===== src/hdl/skt_pkg.sv =====
package skt_pkg;

  // Default table shape.
  localparam int unsigned DefDepth    = 64;
  localparam int unsigned DefKeyBytes = 8;

  // Fixed field widths at the block boundary.
  localparam int unsigned KeyW  = 64;
  localparam int unsigned PayW  = 32;
  localparam int unsigned PosW  = 6;
  localparam int unsigned StatW = 2;

  // Result status codes.
  typedef enum logic [StatW-1:0] {
    ST_OK   = 2'd0,
    ST_MISS = 2'd1,
    ST_FULL = 2'd2
  } status_e;

  // Kind of result the controller asks the datapath to record.
  typedef enum logic [1:0] {
    RES_FOUND,
    RES_MISS,
    RES_FULL,
    RES_INS
  } res_e;

  // Commands from the controller to the datapath.
  typedef struct packed {
    logic load;        // latch the request and open the search window
    logic rd_mid;      // read the entry at the window midpoint
    logic step;        // narrow the window from the compare result
    logic shift_init;  // start moving entries up from the top
    logic shift_step;  // one step of the entry move
    logic put;         // write the new entry and bump the count
    logic set_res;     // record the result below
    res_e res_kind;
    logic out_load;    // move the recorded result to the output register
  } skt_cmd_t;

  // Status from the datapath to the controller.
  typedef struct packed {
    logic is_ins;      // latched request is an insert
    logic full;        // table holds its maximum number of entries
    logic range_empty; // search window is empty
    logic key_eq;      // entry just read matches the request key
    logic shift_done;  // all entries at and above the slot have moved
  } skt_sts_t;

endpackage


===== src/hdl/skt_ctrl.sv =====
module skt_ctrl (
  input  logic              clk_i,
  input  logic              rst_ni,
  input  logic              in_valid_i,
  output logic              in_stall_o,
  output logic              out_valid_o,
  input  logic              out_stall_i,
  output skt_pkg::skt_cmd_t cmd_o,
  input  skt_pkg::skt_sts_t sts_i
);

  import skt_pkg::*;

  typedef enum logic [2:0] {
    S_IDLE,
    S_PROBE,
    S_CMP,
    S_SHIFT,
    S_PUT,
    S_RESP
  } state_e;

  state_e state_q, state_d;
  logic   out_valid_q;
  logic   in_acc;
  logic   out_free;

  assign in_stall_o  = state_q != S_IDLE;
  assign in_acc      = in_valid_i && !in_stall_o;
  assign out_free    = !out_valid_q || !out_stall_i;
  assign out_valid_o = out_valid_q;

  // Sequencing: search probes, then for an insert the entry move and the write.
  always_comb begin
    cmd_o   = '0;
    state_d = state_q;
    unique case (state_q)
      S_IDLE: begin
        if (in_acc) begin
          cmd_o.load = 1'b1;
          state_d    = S_PROBE;
        end
      end
      S_PROBE: begin
        if (sts_i.is_ins && sts_i.full) begin
          cmd_o.set_res  = 1'b1;
          cmd_o.res_kind = RES_FULL;
          state_d        = S_RESP;
        end else if (sts_i.range_empty) begin
          if (sts_i.is_ins) begin
            cmd_o.shift_init = 1'b1;
            state_d          = S_SHIFT;
          end else begin
            cmd_o.set_res  = 1'b1;
            cmd_o.res_kind = RES_MISS;
            state_d        = S_RESP;
          end
        end else begin
          cmd_o.rd_mid = 1'b1;
          state_d      = S_CMP;
        end
      end
      S_CMP: begin
        if (!sts_i.is_ins && sts_i.key_eq) begin
          cmd_o.set_res  = 1'b1;
          cmd_o.res_kind = RES_FOUND;
          state_d        = S_RESP;
        end else begin
          cmd_o.step = 1'b1;
          state_d    = S_PROBE;
        end
      end
      S_SHIFT: begin
        if (sts_i.shift_done) begin
          state_d = S_PUT;
        end else begin
          cmd_o.shift_step = 1'b1;
        end
      end
      S_PUT: begin
        cmd_o.put      = 1'b1;
        cmd_o.set_res  = 1'b1;
        cmd_o.res_kind = RES_INS;
        state_d        = S_RESP;
      end
      S_RESP: begin
        if (out_free) begin
          cmd_o.out_load = 1'b1;
          state_d        = S_IDLE;
        end
      end
      default: begin
        state_d = S_IDLE;
      end
    endcase
  end

  // State and output valid.
  always_ff @(posedge clk_i or negedge rst_ni) begin
    if (!rst_ni) begin
      state_q     <= S_IDLE;
      out_valid_q <= 1'b0;
    end else begin
      state_q     <= state_d;
      out_valid_q <= cmd_o.out_load || (out_valid_q && out_stall_i);
    end
  end

  // A new request always closes the input until its result is handed over.
  a_busy_after_req: assert property (@(posedge clk_i) disable iff (!rst_ni)
    in_acc |=> in_stall_o)
    else $error("input open right after a request");

  // A result only appears after the response state.
  a_out_from_resp: assert property (@(posedge clk_i) disable iff (!rst_ni)
    $rose(out_valid_q) |-> $past(state_q == S_RESP))
    else $error("result raised outside the response state");

endmodule

===== config.mk =====
export PLATFORM = sky130hd
export DESIGN_NAME = skt_ctrl
export DESIGN_NICKNAME = d
export VERILOG_FILES = /design/src/hdl/skt_pkg.sv /design/src/hdl/skt_ctrl.sv
export SDC_FILE = /design/constraint.sdc
export NUM_CORES = 1
export LEC_CHECK = 0
export BUFFER_PORTS_ARGS = -buffer_cell sky130_fd_sc_hd__buf_2
export CAP_MARGIN = 5
export CORE_AREA = 2 2 39 41
export DETAILED_ROUTE_END_ITERATION = 6
export DIE_AREA = 0 0 41 43
export GPL_TIMING_DRIVEN = 0
export MAX_ROUTING_LAYER = met4
export PLACE_DENSITY = 0.67
export SLEW_MARGIN = 20
export SYNTH_ARGS = -nofsm -noshare
export SYNTH_HDL_FRONTEND = slang
export SYNTH_SLANG_ARGS = --single-unit

===== constraint.sdc =====
create_clock -name clk_i -period 1.5 [get_ports clk_i]
set_clock_uncertainty 0.05 [all_clocks]
set_input_delay 0.3 -clock clk_i [delete_from_list [all_inputs] [get_ports clk_i]]
set_output_delay 0.3 -clock clk_i [all_outputs]
set_load 0.02 [all_outputs]

==> summary.md, run 1 <==
| Metric | Value |
|---|---|
| Vias in the first global route | `461` |
| Vias | `525` |
| Maximum VDD drop | `0.000955 V` |
| Seq/Total Area, Yosys | `0.261` |
| Chip height | `43 um` |
| Outcome | `finished, violations left` |
| CTS tree | `yes` |
| Detailed placement HPWL | `763 um` |
| Die Width | `41 um` |
| Antenna cell count | `0` |
| Num CTS Buffers | `3` |
| Placed Instance Area | `504 um^2` |
| Worst reg2reg path depth | `9` |
| Tcrit/Tclk final | `1.16` |
| P per Cell Area | `2200 nW/um^2` |
| GRT Total Usage | `0.163` |
| Vias per std cell | `4.91` |
| Worst R2R End | `state_q[2]` |
| Clk sinks | `4` |
| R2R Path Start | `state_q[0]` |
| Nets | `102` |
| Count of state elements after synthesis | `4` |
| Max_slew headroom | `0.850` |
| Post-route cell area | `790 um^2` |
| Htree depth | `1` |
| Critical-path maximum fanout | `5` |
| Critical Path RT | `1.15 ns` |
| # port buffers | `20` |
| Final Hold Vio Count | `0` |
| Clock-pin slew on the worst setup and hold paths | `0.03 ns` |
| Avg Cell Area, Syn | `7.25 um^2` |
| Max Cap Violations | `0` |
| Post-Synthesis Cells | `53` |
| Initial Utilization | `0.278` |
| Critical Path Sink | `cmd_o[6]` |
| Min cycle time layout | `1.73 ns` |
| Critical path launch point | `state_q[1]` |
| Netlist cell types | `23` |
| Startpoint types | `register` |
| Hold WS | `0.288 ns` |
| RSZ-0062 raised after global routing | `true` |
| Setup CP Type | `register to output pin` |
| Worst-skew pair later-pin latency | `0.23 ns` |
| Failing checks | `negative setup slack` |
| Max Slew Vio Count | `0` |
| Routed len/inst | `12.8 um` |
| Final core occ | `0.571` |
| CTS root buf | `clkbuf_4` |
| DRC Markers | `0` |
| Iter 0 DRT Violations | `11` |
| CP endpoint kind | `output pin` |
| Syn nets | `62` |
| Final setup fails | `12` |
| GPL Wtd Cong | `0.807` |
| Area grow syn2layout | `106%` |
| Mapped Area | `384 um^2` |
| Max Clk Rate | `577 MHz` |
| Slew @ Worst Pin | `0.225 ns` |
| Filler instances | `126` |
| Initial antenna violation count | `0` |
| Grt ovf | `0` |
| P_leak | `0.394 nW` |
| Io pins | `21` |
| Hold Startpoint | `sts_i[0]` |
| Critical path data arrival time | `1.38 ns` |
| First-pass GRT wire length | `1.88 mm` |
| Worst Slack Setup Final | `-0.233 ns` |
| Drt pass-1 iters | `4` |
| Final ANT Viol Nets | `0` |
| Largest net degree at the start of global routing | `11` |
| Die area | `1760 um^2` |
| Warnings, synthesis | `0` |
| Flop2flop setup slack | `-0.15 ns` |
| Max Buffers Root-to-Sink | `2` |
| Post-place setup slack | `-0.0740 ns` |
| FP Rows | `14` |
| Area of the core | `1380 um^2` |
| Routed WL | `1.37 mm` |
| Hold Path Class | `input pin to register` |
| Layout cell share with drive strength beyond 1 | `0.615` |
through the flow:
step                power [mW]  cells  TNS [ns]
global route              1.84    107     -2.29
floorplan                0.740     53         0
finish                    1.74    107     -1.65
detailed placement       0.937     89    -0.103
global placement         0.923     89   -0.0826
CTS                       1.45    101     -1.55
what timing repair did:
item | 4_1_cts | 5_1_grt
buffers inserted | 8 | 5
pin swaps | 3 | 5
endpoints found under the hold margin | 4 | 0
cloned | 0 | 1
hold buffers | 1 | 0
resized for setup | 26 | 17
endpoints found under the setup margin | 11 | 12
worst max-delay path, stage by stage (launching register included):
cell and delay, ns:
dfrtp_2 0.43, buf_6 0.15, nor3b_4 0.22, and4b_1 0.24, buf_6 0.12
registers in the layout, summed over array words and instances (netlist names):
| register | count |
|---|---|
| out_valid_o | 1 |
| state_q | 3 |
worst min-delay path by stage:
stage / end / slack (ns) / cells past startpoint
4_1_cts: state_q[1] / 0.28 / 2
6_report: state_q[1] / 0.29 / 2
2_1_floorplan: out_valid_o / -0.05 / 0
3_5_place_dp: state_q[1] / 0.06 / 1
3_3_place_gp: state_q[2] / 0.06 / 1
5_1_grt: state_q[1] / 0.29 / 2
cell usage after synthesis:
library cell  count  area [um^2]
and4b_1           1         10.0
or3_4             1         11.3
nand3b_1          1         7.51
buf_2             3         15.0
o21ai_0           5         25.0
o21ba_1           1         10.0
nor2_1            5         18.8
or3_1             1         6.26
nand2b_4          1         13.8
a21oi_1           4         20.0
nor3b_1           1         7.51
o21ai_1           1         5.00
a31oi_1           1         6.26
dfrtp_1           4          100
inv_1             2         7.51
nand2_1           7         26.3
nor3_1            2         10.0
o31a_1            1         8.76
and2_1            1         6.26
nand2b_1          4         25.0
nor3b_2           1         12.5
nor2b_1           3         18.8
o22ai_1           2         12.5
cell type report:
cell class | count | area, um^2 | share of cell area
inverter | 2 | 7.51 | 0.00951
tap | 16 | 20.0 | 0.0254
timing repair buffer | 35 | 278 | 0.352
buffer | 3 | 33.8 | 0.0428
multi-input combinational | 44 | 327 | 0.414
sequential | 4 | 101 | 0.128
clock buffer | 3 | 22.5 | 0.0285
routing by layer:
layer / wire length (um) / track usage / share of wire / vias to the layer above
met5: 0 / - / 0 / -
met4: 14 / 0.0400 / 0.010 / 0
met3: 93 / 0.0785 / 0.068 / 2
met2: 728 / 0.244 / 0.53 / 17
met1: 535 / 0.190 / 0.39 / 244
li1: - / - / - / 262
kinds of logic after synthesis:
| group | after synthesis | share of synthesized area |
|---|---|---|
| AOI/OAI and AO/OA | 15 | 0.228 |
| DFF | 4 | 0.261 |
| buffers and inverters | 5 | 0.0586 |
| and+or+nand+nor | 29 | 0.453 |
placed cells by master (no fill, tap or decap), types with 2 or more instances in the layout:
cell type	n
a21oi_1	2
a21oi_2	2
buf_2	10
buf_4	14
buf_6	13
clkbuf_4	3
dfrtp_1	3
inv_1	2
nand2_1	5
nand2_2	2
nand2b_4	4
nor2_1	4
nor2b_1	2
o21ai_0	4
o22ai_1	2
where the power goes:
group / internal (mW) / switching [mW] / total, mW
registers: 0.162 / 0.0582 / 0.220
clock network: 0.0893 / 0.0417 / 0.131
logic: 0.767 / 0.619 / 1.39
total: 1.02 / 0.719 / 1.74
(Power assumes the default switching activity.)
==> run 2, diff against run 1 <==
Settings changed: ABC_AREA set to 1, PLACE_DENSITY 0.67 to 0.66, REMOVE_ABC_BUFFERS set to 1.
Clock period 1.5 ns to 1.4 ns, I/O delays scaled along.
==> run 2 against run 1 <==
The flow still finishes with violations (negative setup slack); wire length down 13%; critical path type unchanged; critical endpoint is now cmd_o[3]; sequential power grew 32%; flip-flop and latch count did not move; largest cell class unchanged; total power up 0.72%; first-iteration DRC count up 9.1%; sequential share of layout area rose by 1.4 points; via count down 4.4%; largest power group unchanged; cell area down 7.9%.
==> summary.md, run 2 <==
| Metric | Value |
|---|---|
| Clock-pin slew on the worst setup and hold paths | `0.04 ns (about the same)` |
| Failing checks | `negative setup slack` |
| Critical-path maximum fanout | `5 (unchanged)` |
| P_leak | `0.389 nW (-1.2%)` |
| Iter 0 DRT Violations | `12 (+1)` |
| Routed WL | `1.19 mm (-13%)` |
| GPL Wtd Cong | `0.737 (-8.7%)` |
| Final core occ | `0.525 (-0.0452)` |
| Warnings, synthesis | `0 (unchanged)` |
| Commonest non-fill, non-tap cell in the layout | `nand2_1` |
| Yosys top cell by area | `dfrtp_1` |
| Io pins | `21 (unchanged)` |
| Clk sinks | `4 (unchanged)` |
| Die area | `1760 um^2 (unchanged)` |
| RSZ-0062 raised after global routing | `true` |
| First-pass GRT wire length | `1.97 mm (+4.4%)` |
| CTS root buf | `clkbuf_4` |
| GRT Total Usage | `0.171 (+0.00858)` |
| Maximum VDD drop | `0.00111 V (+16%)` |
| Mapped Area | `347 um^2 (-9.8%)` |
| Placed Instance Area | `467 um^2 (-7.4%)` |
| Worst Slack Setup Final | `-0.214 ns (+0.0188 ns)` |
| Top reg by flops | `state_q` |
| Top_reg_cell synth | `dfrtp_1` |
| Final setup fails | `11 (-1)` |
| Area grow syn2layout | `110%` |
| Non-filler cells, final | `106 (-0.93%)` |
| Critical path data arrival time | `1.28 ns (-0.10 ns)` |
| Hold Path Depth | `3 (+1)` |
| Drt pass-1 iters | `4 (unchanged)` |
| P per Cell Area | `2410 nW/um^2 (+9.4%)` |
| Area of the core | `1380 um^2 (unchanged)` |
| Post-Synthesis Cells | `55 (+3.8%)` |
| Final Total Pwr | `1.75 mW (+0.72%)` |
| Vias | `502 (-4.4%)` |
| Max Buffers Root-to-Sink | `2 (unchanged)` |
| Antenna cell count | `0 (unchanged)` |
| Initial antenna violation count | `0 (unchanged)` |
| Avg Cell Area, Syn | `6.30 um^2 (-13%)` |
| Worst reg2reg path depth | `8 (-1)` |
| Final Hold Vio Count | `0 (unchanged)` |
| Largest register FFs | `3 (unchanged)` |
| CP endpoint kind | `output pin` |
| Htree depth | `1 (unchanged)` |
| Max Cap Violations | `0 (unchanged)` |
| Async S/R FF share, synth | `1.00 (unchanged)` |
| Die Width | `41 um (unchanged)` |
| Vias per std cell | `4.74 (-3.5%)` |
| # port buffers | `20 (unchanged)` |
| Max_slew headroom | `0.865 (+0.0150)` |
| Chip height | `43 um (unchanged)` |
| Outcome | `finished, violations left` |
| Most frequent cell after synthesis | `nand2_1` |
| DRC Markers | `0 (unchanged)` |
| Largest net degree at the start of global routing | `6 (-5)` |
| Setup CP Type | `register to output pin` |
| Min cycle time layout | `1.61 ns` |
| Startpoint types | `register` |
| Slew @ Worst Pin | `0.203 ns (-0.0221 ns)` |
| Cell count after placement | `91 (+2.2%)` |
| Nets | `101 (-0.98%)` |
| Top cell type's share of synthesized area | `0.289 (+0.0282)` |
| Hold Path Class | `input pin to register` |
| Grt ovf | `0 (unchanged)` |
| Critical Path RT | `1.07 ns (-0.08 ns)` |
| CTS tree | `yes` |
| Layout cell share with drive strength beyond 1 | `0.633 (+0.0179)` |
| Final ANT Viol Nets | `0 (unchanged)` |
| Worst-skew pair later-pin latency | `0.23 ns (about the same)` |
| Tcrit/Tclk final | `1.15` |
| Vias in the first global route | `491 (+6.5%)` |
| Initial Utilization | `0.250 (-0.0271)` |
| FP Rows | `14 (unchanged)` |
| Netlist cell types | `13 (-43%)` |
| Count of state elements after synthesis | `4 (unchanged)` |
| TNS Setup | `-1.66 ns (-0.00472 ns)` |
| Seq/Total Area, Yosys | `0.289 (+0.0282)` |
| Max Slew Vio Count | `0 (unchanged)` |
| Count of flip-flops with a built-in enable after synthesis | `0 (unchanged)` |
| Num CTS Buffers | `3 (unchanged)` |
| Routed len/inst | `11.2 um (-12%)` |
| Max Clk Rate | `620 MHz` |
| Area contributors post-synth | `dfrtp_1, nand2_1, inv_1, nand3_1, nor2_4` |
| Detailed placement HPWL | `670 um (-12%)` |
| Most frequent cells in the layout | `nand2_1, buf_6, buf_4, buf_2, inv_1` |
| Post-route cell area | `727 um^2 (-7.9%)` |
| Post-synth top cells | `nand2_1, inv_1, nand3_1, nor2_1` |
-- run 2: logic make-up (layout without fill, tap and decap cells) --
| family | Yosys count | after routing | synth area share |
|---|---|---|---|
| compound gates | 6 | 6 | 0.0866 |
| simple gates | 35 | 35 | 0.516 |
| flops | 4 | 4 | 0.289 |
| buf+inv | 10 | 45 | 0.108 |
-- run 2: through the flow --
step                setup slack [ns]  hold WS (ns)
finish                        -0.214         0.323
global placement             -0.0167        0.0355
floorplan                     -0.127       -0.0656
CTS                           -0.206         0.306
detailed placement           -0.0478        0.0387
global route                  -0.290         0.342
-- run 2: path summary, 6_finish.rpt --
check / to / start / slack [ns]
max: cmd_o[3] / state_q[1] / -0.21
min: out_valid_o / out_stall_i / 0.32
max in group asynchronous: state_q[1] / rst_ni / 0.84
max reg2reg: state_q[0] / state_q[2] / 0.02
min reg2reg: out_valid_o / out_valid_o / 0.57
min in group asynchronous: out_valid_o / rst_ni / 0.33
-- run 2: layout make-up --
| cell class | count | area, um^2 |
|---|---|---|
| well taps | 16 | 20.0 |
| repair buffers | 31 | 254 |
| fillers | 138 | 657 |
| repair inverters | 1 | 7.51 |
| multi-input cells | 41 | 279 |
| clock buffers | 3 | 22.5 |
| inverters | 10 | 40.0 |
| flip-flops and latches | 4 | 104 |
-- run 2: power by group --
| part | internal, mW | switching, mW | leakage (nW) |
|---|---|---|---|
| combinational | 0.617 | 0.704 | 0.329 |
| sequential | 0.180 | 0.111 | 0.0469 |
| clock | 0.0956 | 0.0423 | 0.0138 |
| total | 0.892 | 0.857 | 0.389 |
-- run 2: timing repair --
action | in CTS | in global routing
cloned | 1 | 0
hold buffers | 1 | 0
buffers inserted | 8 | 2
gates resized for setup | 30 | 18
hold endpoints to repair | 4 | 0
pin swaps | 5 | 10
endpoints found under the setup margin | 11 | 13
-- run 2: routing by layer --
metal	up-vias	track usage	wire, um
met5	-	-	0
met3	2	0.0419	71
met1	231	0.175	447
met4	0	0.0933	14
li1	249	-	-
met2	20	0.281	657
-- run 2: worst max-delay path, stage by stage (launching register included) --
cell	delay [ns]
dfrtp_2	0.45
nor2_4	0.19
buf_6	0.14
nand3_4	0.08
nand3_2	0.09
buf_6	0.12
